### src/rtl/ret_pkg.sv
`timescale 1ns / 1ps
// review episode tracker package: codes, event kinds, result struct, register defaults
// no dependencies

package ret_pkg;

    // candidate and output codes
    localparam logic [7:0] CODE_WARN1   = 8'd17;
    localparam logic [7:0] CODE_WARN2   = 8'd18;
    localparam logic [7:0] CODE_REVIEW  = 8'd29;
    localparam logic [7:0] CODE_INVALID = 8'd34;

    localparam int CODE_BITS     = 8;
    localparam int COUNT_BITS    = 8;
    localparam int CFG_IDX_BITS  = 2;
    localparam int CFG_DATA_BITS = 32;
    localparam int OUT_DATA_BITS = 24;
    localparam int OUT_USER_BITS = 4;

    // register indexes
    localparam logic [CFG_IDX_BITS-1:0] REG_CONFIRM_FRAMES = 2'd0;
    localparam logic [CFG_IDX_BITS-1:0] REG_MAX_ACTIVE_US  = 2'd1;
    localparam logic [CFG_IDX_BITS-1:0] REG_COOLDOWN_US    = 2'd2;

    // register reset values
    localparam logic [7:0]  CONFIRM_FRAMES_RST = 8'd3;
    localparam logic [31:0] MAX_ACTIVE_US_RST  = 32'd10000000;
    localparam logic [31:0] COOLDOWN_US_RST    = 32'd5000000;

    typedef enum logic [3:0] {
        EV_NONE       = 4'd0,
        EV_INVALID    = 4'd1,
        EV_ROLLBACK   = 4'd2,
        EV_PROMOTE    = 4'd3,
        EV_DISAPPEAR  = 4'd4,
        EV_REPEAT     = 4'd5,
        EV_SUPPRESSED = 4'd6,
        EV_ACTIVE     = 4'd7,
        EV_TIMEOUT    = 4'd8,
        EV_PENDING    = 4'd9,
        EV_ENTER      = 4'd10
    } ev_kind_t;

    typedef struct packed {
        logic [CODE_BITS-1:0]  out_code;
        logic                  is_active;
        logic [COUNT_BITS-1:0] confirm_count;
        logic                  emit_flag;
        ev_kind_t              event_kind;
    } res_t;

endpackage

### src/rtl/ret_core.sv
`timescale 1ns / 1ps
// episode state registers, configuration registers and the per-item decision logic
// depends on ret_pkg

module ret_core import ret_pkg::*; #(
    parameter int TIME_BITS     = 48,
    parameter int KEY_PART_BITS = 16
) (
    input  logic                       aclk,
    input  logic                       aresetn,
    input  logic                       cfg_we,
    input  logic [CFG_IDX_BITS-1:0]    cfg_index,
    input  logic [CFG_DATA_BITS-1:0]   cfg_wdata,
    input  logic                       step,
    input  logic [TIME_BITS-1:0]       stamp,
    input  logic                       stamp_bad,
    input  logic [CODE_BITS-1:0]       cand,
    input  logic [5*KEY_PART_BITS-1:0] key,
    output res_t                       res
);

    localparam int KEY_BITS = 5 * KEY_PART_BITS;

    // configuration
    logic [7:0]  confirm_frames_reg;
    logic [31:0] max_active_us_reg;
    logic [31:0] cooldown_us_reg;
    logic        cfg_clear;

    // episode state
    logic                  have_stamp_reg,    have_stamp_next;
    logic [TIME_BITS-1:0]  last_stamp_reg,    last_stamp_next;
    logic [CODE_BITS-1:0]  last_code_reg,     last_code_next;
    logic                  pending_flag_reg,  pending_flag_next;
    logic [COUNT_BITS-1:0] pending_count_reg, pending_count_next;
    logic [TIME_BITS-1:0]  pending_since_reg, pending_since_next;
    logic [KEY_BITS-1:0]   pending_key_reg,   pending_key_next;
    logic                  active_flag_reg,   active_flag_next;
    logic [TIME_BITS-1:0]  active_since_reg,  active_since_next;
    logic [KEY_BITS-1:0]   active_key_reg,    active_key_next;
    logic                  cooldown_flag_reg, cooldown_flag_next;
    logic [TIME_BITS-1:0]  cooldown_until_reg, cooldown_until_next;
    logic [KEY_BITS-1:0]   cooldown_key_reg,  cooldown_key_next;

    // time compares
    logic [TIME_BITS-1:0]  d_fwd, d_back, act_elapsed, cd_until;
    logic [TIME_BITS:0]    cd_sum;
    logic                  t_ge, rollback, near, in_limit, cd_over, warn;
    logic                  pend_hit;
    logic [COUNT_BITS-1:0] new_cnt;

    assign cfg_clear = cfg_we && (cfg_index == REG_CONFIRM_FRAMES ||
                                  cfg_index == REG_MAX_ACTIVE_US ||
                                  cfg_index == REG_COOLDOWN_US);

    always_ff @(posedge aclk) begin
        if (!aresetn) begin
            confirm_frames_reg <= CONFIRM_FRAMES_RST;
            max_active_us_reg  <= MAX_ACTIVE_US_RST;
            cooldown_us_reg    <= COOLDOWN_US_RST;
        end else if (cfg_we) begin
            unique case (cfg_index)
                REG_CONFIRM_FRAMES: confirm_frames_reg <= cfg_wdata[7:0];
                REG_MAX_ACTIVE_US:  max_active_us_reg  <= cfg_wdata;
                REG_COOLDOWN_US:    cooldown_us_reg    <= cfg_wdata;
                default: ;
            endcase
        end
    end

    assign warn        = (cand == CODE_WARN1) || (cand == CODE_WARN2);
    assign d_fwd       = stamp - last_stamp_reg;
    assign d_back      = last_stamp_reg - stamp;
    assign t_ge        = stamp >= last_stamp_reg;
    assign rollback    = have_stamp_reg && !t_ge && (d_back > TIME_BITS'(1));
    assign near        = have_stamp_reg && ((t_ge ? d_fwd : d_back) <= TIME_BITS'(1));
    assign act_elapsed = stamp - active_since_reg;
    assign in_limit    = (stamp < active_since_reg) ||
                         (act_elapsed <= TIME_BITS'(max_active_us_reg));
    assign cd_sum      = {1'b0, stamp} + (TIME_BITS + 1)'(cooldown_us_reg);
    // cooldown end saturates at the top of the time range
    assign cd_until    = cd_sum[TIME_BITS] ? {TIME_BITS{1'b1}} : cd_sum[TIME_BITS-1:0];
    assign cd_over     = stamp >= cooldown_until_reg;
    assign pend_hit    = pending_flag_reg && !active_flag_reg && (key == pending_key_reg);
    assign new_cnt     = !pend_hit ? COUNT_BITS'(1) :
                         (&pending_count_reg) ? pending_count_reg :
                         pending_count_reg + COUNT_BITS'(1);

    always_comb begin
        have_stamp_next     = have_stamp_reg;
        last_stamp_next     = last_stamp_reg;
        last_code_next      = last_code_reg;
        pending_flag_next   = pending_flag_reg;
        pending_count_next  = pending_count_reg;
        pending_since_next  = pending_since_reg;
        pending_key_next    = pending_key_reg;
        active_flag_next    = active_flag_reg;
        active_since_next   = active_since_reg;
        active_key_next     = active_key_reg;
        cooldown_flag_next  = cooldown_flag_reg;
        cooldown_until_next = cooldown_until_reg;
        cooldown_key_next   = cooldown_key_reg;

        res.out_code      = cand;
        res.is_active     = 1'b0;
        res.confirm_count = '0;
        res.emit_flag     = 1'b0;
        res.event_kind    = EV_NONE;

        priority if (stamp_bad) begin
            have_stamp_next    = 1'b0;
            last_stamp_next    = '0;
            last_code_next     = CODE_INVALID;
            pending_flag_next  = 1'b0;
            pending_count_next = '0;
            pending_since_next = '0;
            active_flag_next   = 1'b0;
            active_since_next  = '0;
            cooldown_flag_next = 1'b0;
            cooldown_until_next = '0;
            res.out_code   = CODE_INVALID;
            res.emit_flag  = 1'b1;
            res.event_kind = EV_INVALID;
        end else if (rollback) begin
            // clear, but keep the new stamp as the last one
            have_stamp_next    = 1'b1;
            last_stamp_next    = stamp;
            last_code_next     = CODE_INVALID;
            pending_flag_next  = 1'b0;
            pending_count_next = '0;
            pending_since_next = '0;
            active_flag_next   = 1'b0;
            active_since_next  = '0;
            cooldown_flag_next = 1'b0;
            cooldown_until_next = '0;
            res.out_code   = CODE_INVALID;
            res.emit_flag  = 1'b1;
            res.event_kind = EV_ROLLBACK;
        end else if (cand != CODE_REVIEW) begin
            // warning or pass code, same for a repeated stamp except no time update
            if (!near) begin
                have_stamp_next = 1'b1;
                last_stamp_next = stamp;
            end
            pending_flag_next  = 1'b0;
            pending_count_next = '0;
            active_flag_next   = 1'b0;
            if (warn) begin
                cooldown_flag_next = 1'b0;
            end else if (!near && cooldown_flag_reg && cd_over) begin
                cooldown_flag_next = 1'b0;
            end
            last_code_next = cand;
            res.emit_flag  = active_flag_reg || pending_flag_reg;
            res.event_kind = !(active_flag_reg || pending_flag_reg) ? EV_NONE :
                             warn ? EV_PROMOTE : EV_DISAPPEAR;
        end else if (near) begin
            // repeated review frame reports state and changes nothing
            res.out_code      = last_code_reg;
            res.is_active     = active_flag_reg;
            res.confirm_count = pending_count_reg;
            res.event_kind    = EV_REPEAT;
        end else begin
            have_stamp_next = 1'b1;
            last_stamp_next = stamp;
            if (cooldown_flag_reg && (key == cooldown_key_reg) && !cd_over) begin
                last_code_next = CODE_INVALID;
                res.out_code   = CODE_INVALID;
                res.event_kind = EV_SUPPRESSED;
            end else begin
                if (cooldown_flag_reg && cd_over) begin
                    cooldown_flag_next = 1'b0;
                end
                if (active_flag_reg && (key == active_key_reg) && in_limit) begin
                    last_code_next    = CODE_REVIEW;
                    res.out_code      = CODE_REVIEW;
                    res.is_active     = 1'b1;
                    res.confirm_count = pending_count_reg;
                    res.event_kind    = EV_ACTIVE;
                end else if (active_flag_reg && (key == active_key_reg)) begin
                    // episode outlasted its limit: start re-entry cooldown
                    active_flag_next    = 1'b0;
                    pending_flag_next   = 1'b0;
                    pending_count_next  = '0;
                    cooldown_flag_next  = 1'b1;
                    cooldown_key_next   = key;
                    cooldown_until_next = cd_until;
                    last_code_next      = CODE_INVALID;
                    res.out_code        = CODE_INVALID;
                    res.emit_flag       = 1'b1;
                    res.event_kind      = EV_TIMEOUT;
                end else begin
                    // other key drops any active episode, then confirm
                    active_flag_next   = 1'b0;
                    pending_count_next = new_cnt;
                    if (!pend_hit) begin
                        pending_key_next   = key;
                        pending_since_next = stamp;
                    end
                    res.confirm_count = new_cnt;
                    if (new_cnt < confirm_frames_reg) begin
                        pending_flag_next = 1'b1;
                        last_code_next    = CODE_INVALID;
                        res.out_code      = CODE_INVALID;
                        res.event_kind    = EV_PENDING;
                    end else begin
                        pending_flag_next = 1'b0;
                        active_flag_next  = 1'b1;
                        active_key_next   = key;
                        active_since_next = pend_hit ? pending_since_reg : stamp;
                        last_code_next    = CODE_REVIEW;
                        res.out_code      = CODE_REVIEW;
                        res.is_active     = 1'b1;
                        res.emit_flag     = 1'b1;
                        res.event_kind    = EV_ENTER;
                    end
                end
            end
        end
    end

    always_ff @(posedge aclk) begin
        if (!aresetn || cfg_clear) begin
            have_stamp_reg     <= 1'b0;
            last_stamp_reg     <= '0;
            last_code_reg      <= CODE_INVALID;
            pending_flag_reg   <= 1'b0;
            pending_count_reg  <= '0;
            pending_since_reg  <= '0;
            active_flag_reg    <= 1'b0;
            active_since_reg   <= '0;
            cooldown_flag_reg  <= 1'b0;
            cooldown_until_reg <= '0;
        end else if (step) begin
            have_stamp_reg     <= have_stamp_next;
            last_stamp_reg     <= last_stamp_next;
            last_code_reg      <= last_code_next;
            pending_flag_reg   <= pending_flag_next;
            pending_count_reg  <= pending_count_next;
            pending_since_reg  <= pending_since_next;
            active_flag_reg    <= active_flag_next;
            active_since_reg   <= active_since_next;
            cooldown_flag_reg  <= cooldown_flag_next;
            cooldown_until_reg <= cooldown_until_next;
        end
    end

    // keys are only read while their flag is set
    always_ff @(posedge aclk) begin
        if (step) begin
            pending_key_reg  <= pending_key_next;
            active_key_reg   <= active_key_next;
            cooldown_key_reg <= cooldown_key_next;
        end
    end

`ifndef SYNTH
    a_pend_act_excl: assert property (@(posedge aclk) disable iff (!aresetn)
        !(active_flag_reg && pending_flag_reg))
        else $error("pending and active both set");

    a_bad_clears: assert property (@(posedge aclk) disable iff (!aresetn)
        step && stamp_bad |=> !have_stamp_reg && !active_flag_reg && !cooldown_flag_reg)
        else $error("bad stamp did not clear state");

    a_rollback_keeps: assert property (@(posedge aclk) disable iff (!aresetn)
        step && !cfg_we && res.event_kind == EV_ROLLBACK
        |=> have_stamp_reg && last_stamp_reg == $past(stamp))
        else $error("rollback did not keep stamp");

    a_enter_active: assert property (@(posedge aclk) disable iff (!aresetn)
        step && !cfg_we && res.event_kind == EV_ENTER |=> active_flag_reg && !pending_flag_reg)
        else $error("enter did not set active");
`endif

endmodule

### src/rtl/review_episode_tracker.sv
`timescale 1ns / 1ps
// review episode tracker top level: stream ports, input and result registers
// depends on ret_pkg and ret_core

// Takes one frame item per clock cycle while the output side keeps up, and returns exactly
// one result item per frame. An accepted item waits in the input register until the result
// register is free or being drained; it then passes the combinational decision path in
// ret_core, which sits between the input register and the result register and updates the
// episode state as each item passes, and its result is offered from the result register.
// One item can be accepted while a finished result waits in the result register; it then
// waits in the input register and holds the input off until the result drains. A write to
// one of the three configuration registers takes effect on the next cycle and also clears
// the episode state; write only while idle. There is no clearing pass after reset.

module review_episode_tracker import ret_pkg::*; #(
    parameter int TIME_BITS     = 48,
    parameter int KEY_PART_BITS = 16
) (
    input  logic                     aclk,
    input  logic                     aresetn,
    // configuration write port
    input  logic                     cfg_we,
    input  logic [CFG_IDX_BITS-1:0]  cfg_index,
    input  logic [CFG_DATA_BITS-1:0] cfg_wdata,
    // frame items in
    input  logic                     s_axis_tvalid,
    output logic                     s_axis_tready,
    // stamp_us, cand code, lifecycle_id, cargo_track, obstacle_track,
    // pose_gen, map_gen
    input  logic [((TIME_BITS + CODE_BITS + 5 * KEY_PART_BITS + 7) / 8) * 8 - 1:0]
                                     s_axis_tdata,
    // stamp_bad
    input  logic                     s_axis_tuser,
    // result items out
    output logic                     m_axis_tvalid,
    input  logic                     m_axis_tready,
    // out_code, is_active, confirm_count, emit_flag, zero fill
    output logic [OUT_DATA_BITS-1:0] m_axis_tdata,
    // event_kind
    output logic [OUT_USER_BITS-1:0] m_axis_tuser
);

    localparam int KEY_BITS     = 5 * KEY_PART_BITS;
    localparam int IN_RAW_BITS  = TIME_BITS + CODE_BITS + KEY_BITS;
    localparam int IN_DATA_BITS = ((IN_RAW_BITS + 7) / 8) * 8;
    localparam int CODE_LSB     = TIME_BITS;
    localparam int KEY_LSB      = TIME_BITS + CODE_BITS;

    // input register
    logic                    in_valid_reg;
    logic [IN_DATA_BITS-1:0] in_data_reg;
    logic                    in_bad_reg;

    // result register
    logic                     out_valid_reg;
    logic [OUT_DATA_BITS-1:0] out_data_reg;
    logic [OUT_USER_BITS-1:0] out_user_reg;

    logic advance;
    res_t res;

    // the held item moves on when the result register is free or being drained
    assign advance       = in_valid_reg && (!out_valid_reg || m_axis_tready);
    assign s_axis_tready = !in_valid_reg || advance;

    always_ff @(posedge aclk) begin
        if (!aresetn) begin
            in_valid_reg <= 1'b0;
        end else if (s_axis_tready) begin
            in_valid_reg <= s_axis_tvalid;
        end
    end

    always_ff @(posedge aclk) begin
        if (s_axis_tready && s_axis_tvalid) begin
            in_data_reg <= s_axis_tdata;
            in_bad_reg  <= s_axis_tuser;
        end
    end

    // decision logic and episode state
    ret_core #(
        .TIME_BITS     (TIME_BITS),
        .KEY_PART_BITS (KEY_PART_BITS)
    ) u_core (
        .aclk      (aclk),
        .aresetn   (aresetn),
        .cfg_we    (cfg_we),
        .cfg_index (cfg_index),
        .cfg_wdata (cfg_wdata),
        .step      (advance),
        .stamp     (in_data_reg[TIME_BITS-1:0]),
        .stamp_bad (in_bad_reg),
        .cand      (in_data_reg[CODE_LSB +: CODE_BITS]),
        .key       (in_data_reg[KEY_LSB +: KEY_BITS]),
        .res       (res)
    );

    always_ff @(posedge aclk) begin
        if (!aresetn) begin
            out_valid_reg <= 1'b0;
        end else if (advance) begin
            out_valid_reg <= 1'b1;
        end else if (m_axis_tready) begin
            out_valid_reg <= 1'b0;
        end
    end

    always_ff @(posedge aclk) begin
        if (advance) begin
            out_data_reg <= {6'b0, res.emit_flag, res.confirm_count,
                             res.is_active, res.out_code};
            out_user_reg <= res.event_kind;
        end
    end

    assign m_axis_tvalid = out_valid_reg;
    assign m_axis_tdata  = out_data_reg;
    assign m_axis_tuser  = out_user_reg;

endmodule
### config.mk
export PLATFORM = sky130hd
export DESIGN_NAME = review_episode_tracker
export DESIGN_NICKNAME = d
export VERILOG_FILES = /design/src/rtl/ret_pkg.sv /design/src/rtl/ret_core.sv /design/src/rtl/review_episode_tracker.sv
export SDC_FILE = /design/constraint.sdc
export NUM_CORES = 2
export LEC_CHECK = 0
export ABC_CLOCK_PERIOD_IN_PS = 25400
export BUFFER_PORTS_ARGS = -buffer_cell sky130_fd_sc_hd__buf_4
export CAP_MARGIN = 20
export CORE_MARGIN = 2
export CORE_UTILIZATION = 50
export CTS_BUF_LIST = sky130_fd_sc_hd__clkbuf_16
export DETAILED_ROUTE_END_ITERATION = 8
export GPL_ROUTABILITY_DRIVEN = 0
export GPL_TIMING_DRIVEN = 0
export PLACE_DENSITY = 0.67
export SLEW_MARGIN = 0
export SYNTH_ARGS = -nofsm -noshare
export SYNTH_HDL_FRONTEND = slang
export SYNTH_SLANG_ARGS = --single-unit
### constraint.sdc
create_clock -name aclk -period 25.4 [get_ports aclk]
set_clock_uncertainty 0.1 [all_clocks]
set_input_delay 2.54 -clock aclk [delete_from_list [all_inputs] [get_ports aclk]]
set_output_delay 2.54 -clock aclk [all_outputs]
set_load 0.01 [all_outputs]
==> out/qor.txt <==
Vias/cell -> 6.074
FMAX -> 0.1280 GHz
Critical path origin -> in_data_reg[0]
DP Worst Slack -> 17.70 ns
Status -> finished, final reports clean
Die height -> 289.0 um
Final TNS setup -> 0 ns
Via count -> 34110
Top layer in use -> met4
Measured slew at the worst slew-check pin -> 1.110 ns
Required @ worst endpoint -> 25.68 ns
WL/cell -> 22.34 um
Top cell by count, worst path -> a21oi_1
Most area-hungry cell type in the Yosys netlist -> edfxtp_1
Max-cap violations -> 0
DR DRC count -> 0
Layout cells sized above 1 -> 9.965%
RR Startpoint -> in_data_reg[0]
Pin count of the biggest net entering global routing -> 70
Clock-pin slew on the worst setup and hold paths -> 0.06 ns
CTS tree -> built
CTS Root Cell -> clkbuf_16
Tot GR Track Use -> 29.39%
Post-synth EDFFs -> 399
Number of global-route vias before repair -> 32340
Arrival time of the worst setup path -> 8.09 ns
Site Rows -> 104
Main flop type after synthesis -> edfxtp_1
Max stage delay on crit path -> 0.81 ns
Top cell type's share of synthesized area -> 29.50%
Die X -> 289.0 um
Synth Warn # -> 0
Mapped Area -> 40610 um^2
Critical path class -> reg -> reg
Max reg flops -> 136
Period minus WS final -> 7.811 ns
Nets -> 4937
Syn avg cell area -> 9.709 um^2
Seq/Total Area, Yosys -> 43.60%
Initial antenna violation count -> 1
Max H-tree Level -> 3
Asr flop ratio synth -> 0%
Clock Path Buffers -> 3
Leakage -> 17.46 nW
Setup Viol. Count Final -> 0
Core region area -> 80420 um^2
Register bit total from synthesis -> 685
Pwr Density -> 57.78 nW/um^2
CTS hold repair buffers -> 0
First-pass GRT wire length -> 188.5 mm
Clock latency at the later pin of the worst-skew pair -> 0.67 ns
Initial drt markers -> 3612
Number of post-CTS setup repair buffers -> 0
CTS resizes -> 0
Met2 wire len -> 56.98 mm
Final HPWL DP -> 97.20 mm
Crit-path max FO -> 12
Remaining antenna violation count -> 0
Total congestion overflow -> 0
Critical path capture point type -> flop
Initial Util -> 50.50%
Synth cell types -> 96
Routed wire length -> 125.4 mm
Unrepaired setup endpoints after global routing -> no
Final Cycle Share -> 30.75%
Metal3 WL -> 8.851 mm
Power Total -> 2.676 mW
Final Max Tran Viols -> 0
Hold Crit Start -> u_core.last_code_reg[2]
I/O pins -> 206
Port bufs -> 199
Worst Setup Start Kind -> flop
Worst hold path type -> reg -> reg
WL met1 -> 52.93 mm
TritonCTS buffer count -> 76
Diodes inserted -> 0
Synthesized instance count -> 4183
Router iterations before antenna repair -> 8
Worst vdd ir -> 0.06293 mV
Die Footprint -> 83520 um^2
Final hold violations -> 0
Rel. slew slack -> 25.34%
Synth area leaders -> edfxtp_1, dfxtp_1, ha_1
Total clock sinks -> 685
Worst Slack Setup Final -> 17.59 ns
Area delta synth->final -> 14.02%
Slowest cell on the critical path -> nor3_2
[cells by family (layout without fill, tap and decap cells)]
family | Yosys count | in the layout | synth area share [%]
simple gates | 1186 | 1186 | 14.66
compound gates | 1171 | 1171 | 20.22
flops | 685 | 685 | 43.60
buf+inv | 496 | 864 | 4.843
xor+xnor | 305 | 305 | 6.577
fa+ha+maj | 267 | 267 | 8.299
mux | 72 | 72 | 1.790
other cells | 1 | 6 | 0.009233
[metrics by stage]
| step | instances | instance area (um^2) | hold WS [ns] | util [%] |
|---|---|---|---|---|
| floorplan | 4188 | 40630 | 0.3323 | - |
| global placement | 5447 | 43450 | 0.3404 | 54.03 |
| detailed placement | 5475 | 43810 | 0.3462 | 54.48 |
| CTS | 5615 | 46300 | 0.3598 | 57.57 |
| global route | 5616 | 46310 | 0.3749 | 57.59 |
| finish | 5616 | 46310 | 0.3575 | 57.59 |
[synthesized netlist by cell type, types with 11 or more instances]
cell,instances
nand2b_1,39
o21a_1,41
nor2_1,220
dfxtp_1,286
and4_1,16
a211oi_1,44
mux2i_1,67
o2111ai_1,22
o21bai_1,28
nor3_1,77
o21ai_0,172
buf_2,41
a21oi_1,273
o22ai_1,18
o2bb2ai_1,95
xor2_1,117
edfxtp_1,399
a2111oi_0,13
a22o_1,70
nand3_1,136
and3_1,25
inv_1,318
a31oi_1,19
or2_2,15
nor4_1,57
o211ai_1,43
a21o_1,87
xnor2_1,188
nand2_1,323
or3_1,24
nand3b_1,11
a221oi_1,16
a21boi_0,54
o41ai_1,51
a211o_1,13
ha_1,263
nand4_1,122
buf_4,14
o31ai_1,16
clkbuf_1,113
nor2b_1,59
and2_1,17
[routing by layer]
| layer | track usage [%] | up-vias |
|---|---|---|
| met5 | 0 | - |
| met4 | 14.30 | 0 |
| met3 | 3.787 | 360 |
| met2 | 47.49 | 1481 |
| met1 | 39.08 | 16130 |
| li1 | - | 16140 |
[layout by cell type (no fill, tap or decap), drive strengths merged, types with 55 or more instances in the layout]
master / netlist / layout
nor2b: 59 / 59
nand4: 122 / 122
clkbuf: 114 / 192
o2bb2ai: 96 / 96
inv: 319 / 343
ha: 263 / 263
o21ai: 177 / 177
edfxtp: 399 / 399
a21boi: 55 / 55
nor4: 59 / 59
nand2: 323 / 323
xnor2: 188 / 188
nor2: 220 / 220
a21o: 87 / 87
a22o: 70 / 70
nand3: 136 / 136
xor2: 117 / 117
nor3: 78 / 78
buf: 62 / 289
mux2i: 67 / 67
dfxtp: 286 / 286
a21oi: 274 / 274
[area by class of cell]
type / count / area (um^2)
Multi-Input combinational cell: 3007 / 20990
Sequential cell: 685 / 17710
Tap cell: 1060 / 1326
Clock inverter: 62 / 534.3
Inverter: 320 / 1201
Clock buffer: 78 / 1952
Timing Repair Buffer: 228 / 1836
Fill cell: 7053 / 34110
Buffer: 176 / 765.7
[worst paths after layout]
path                                              endpoint  slack, ns  cells past startpoint
worst max register to register  u_core.pending_key_reg[26]      17.59                     30
worst min-delay path               u_core.last_code_reg[2]       0.36                      2
worst min register to register     u_core.last_code_reg[2]       0.36                      2
worst max-delay path            u_core.pending_key_reg[26]      17.59                     30
[worst max-delay path, delay by kind of cell, from the launching register on]
| family | cells | cell delay (ns) |
|---|---|---|
| XOR/XNOR | 1 | 0.12 |
| AO/OA/AOI/OAI | 12 | 2.70 |
| adder cells (fa/ha/maj) | 3 | 0.92 |
| buffers and inverters | 5 | 0.97 |
| AND/OR/NAND/NOR | 9 | 2.20 |
| flip-flops | 1 | 0.51 |
[power breakdown]
| part | total, mW | internal (mW) | leakage [nW] | switching (mW) |
|---|---|---|---|---|
| combinational | 0.349 | 0.135 | 10.2 | 0.214 |
| sequential | 1.24 | 1.20 | 6.01 | 0.0441 |
| clock | 1.08 | 0.609 | 1.29 | 0.476 |
Note: power is estimated with default switching activity, not from simulation.
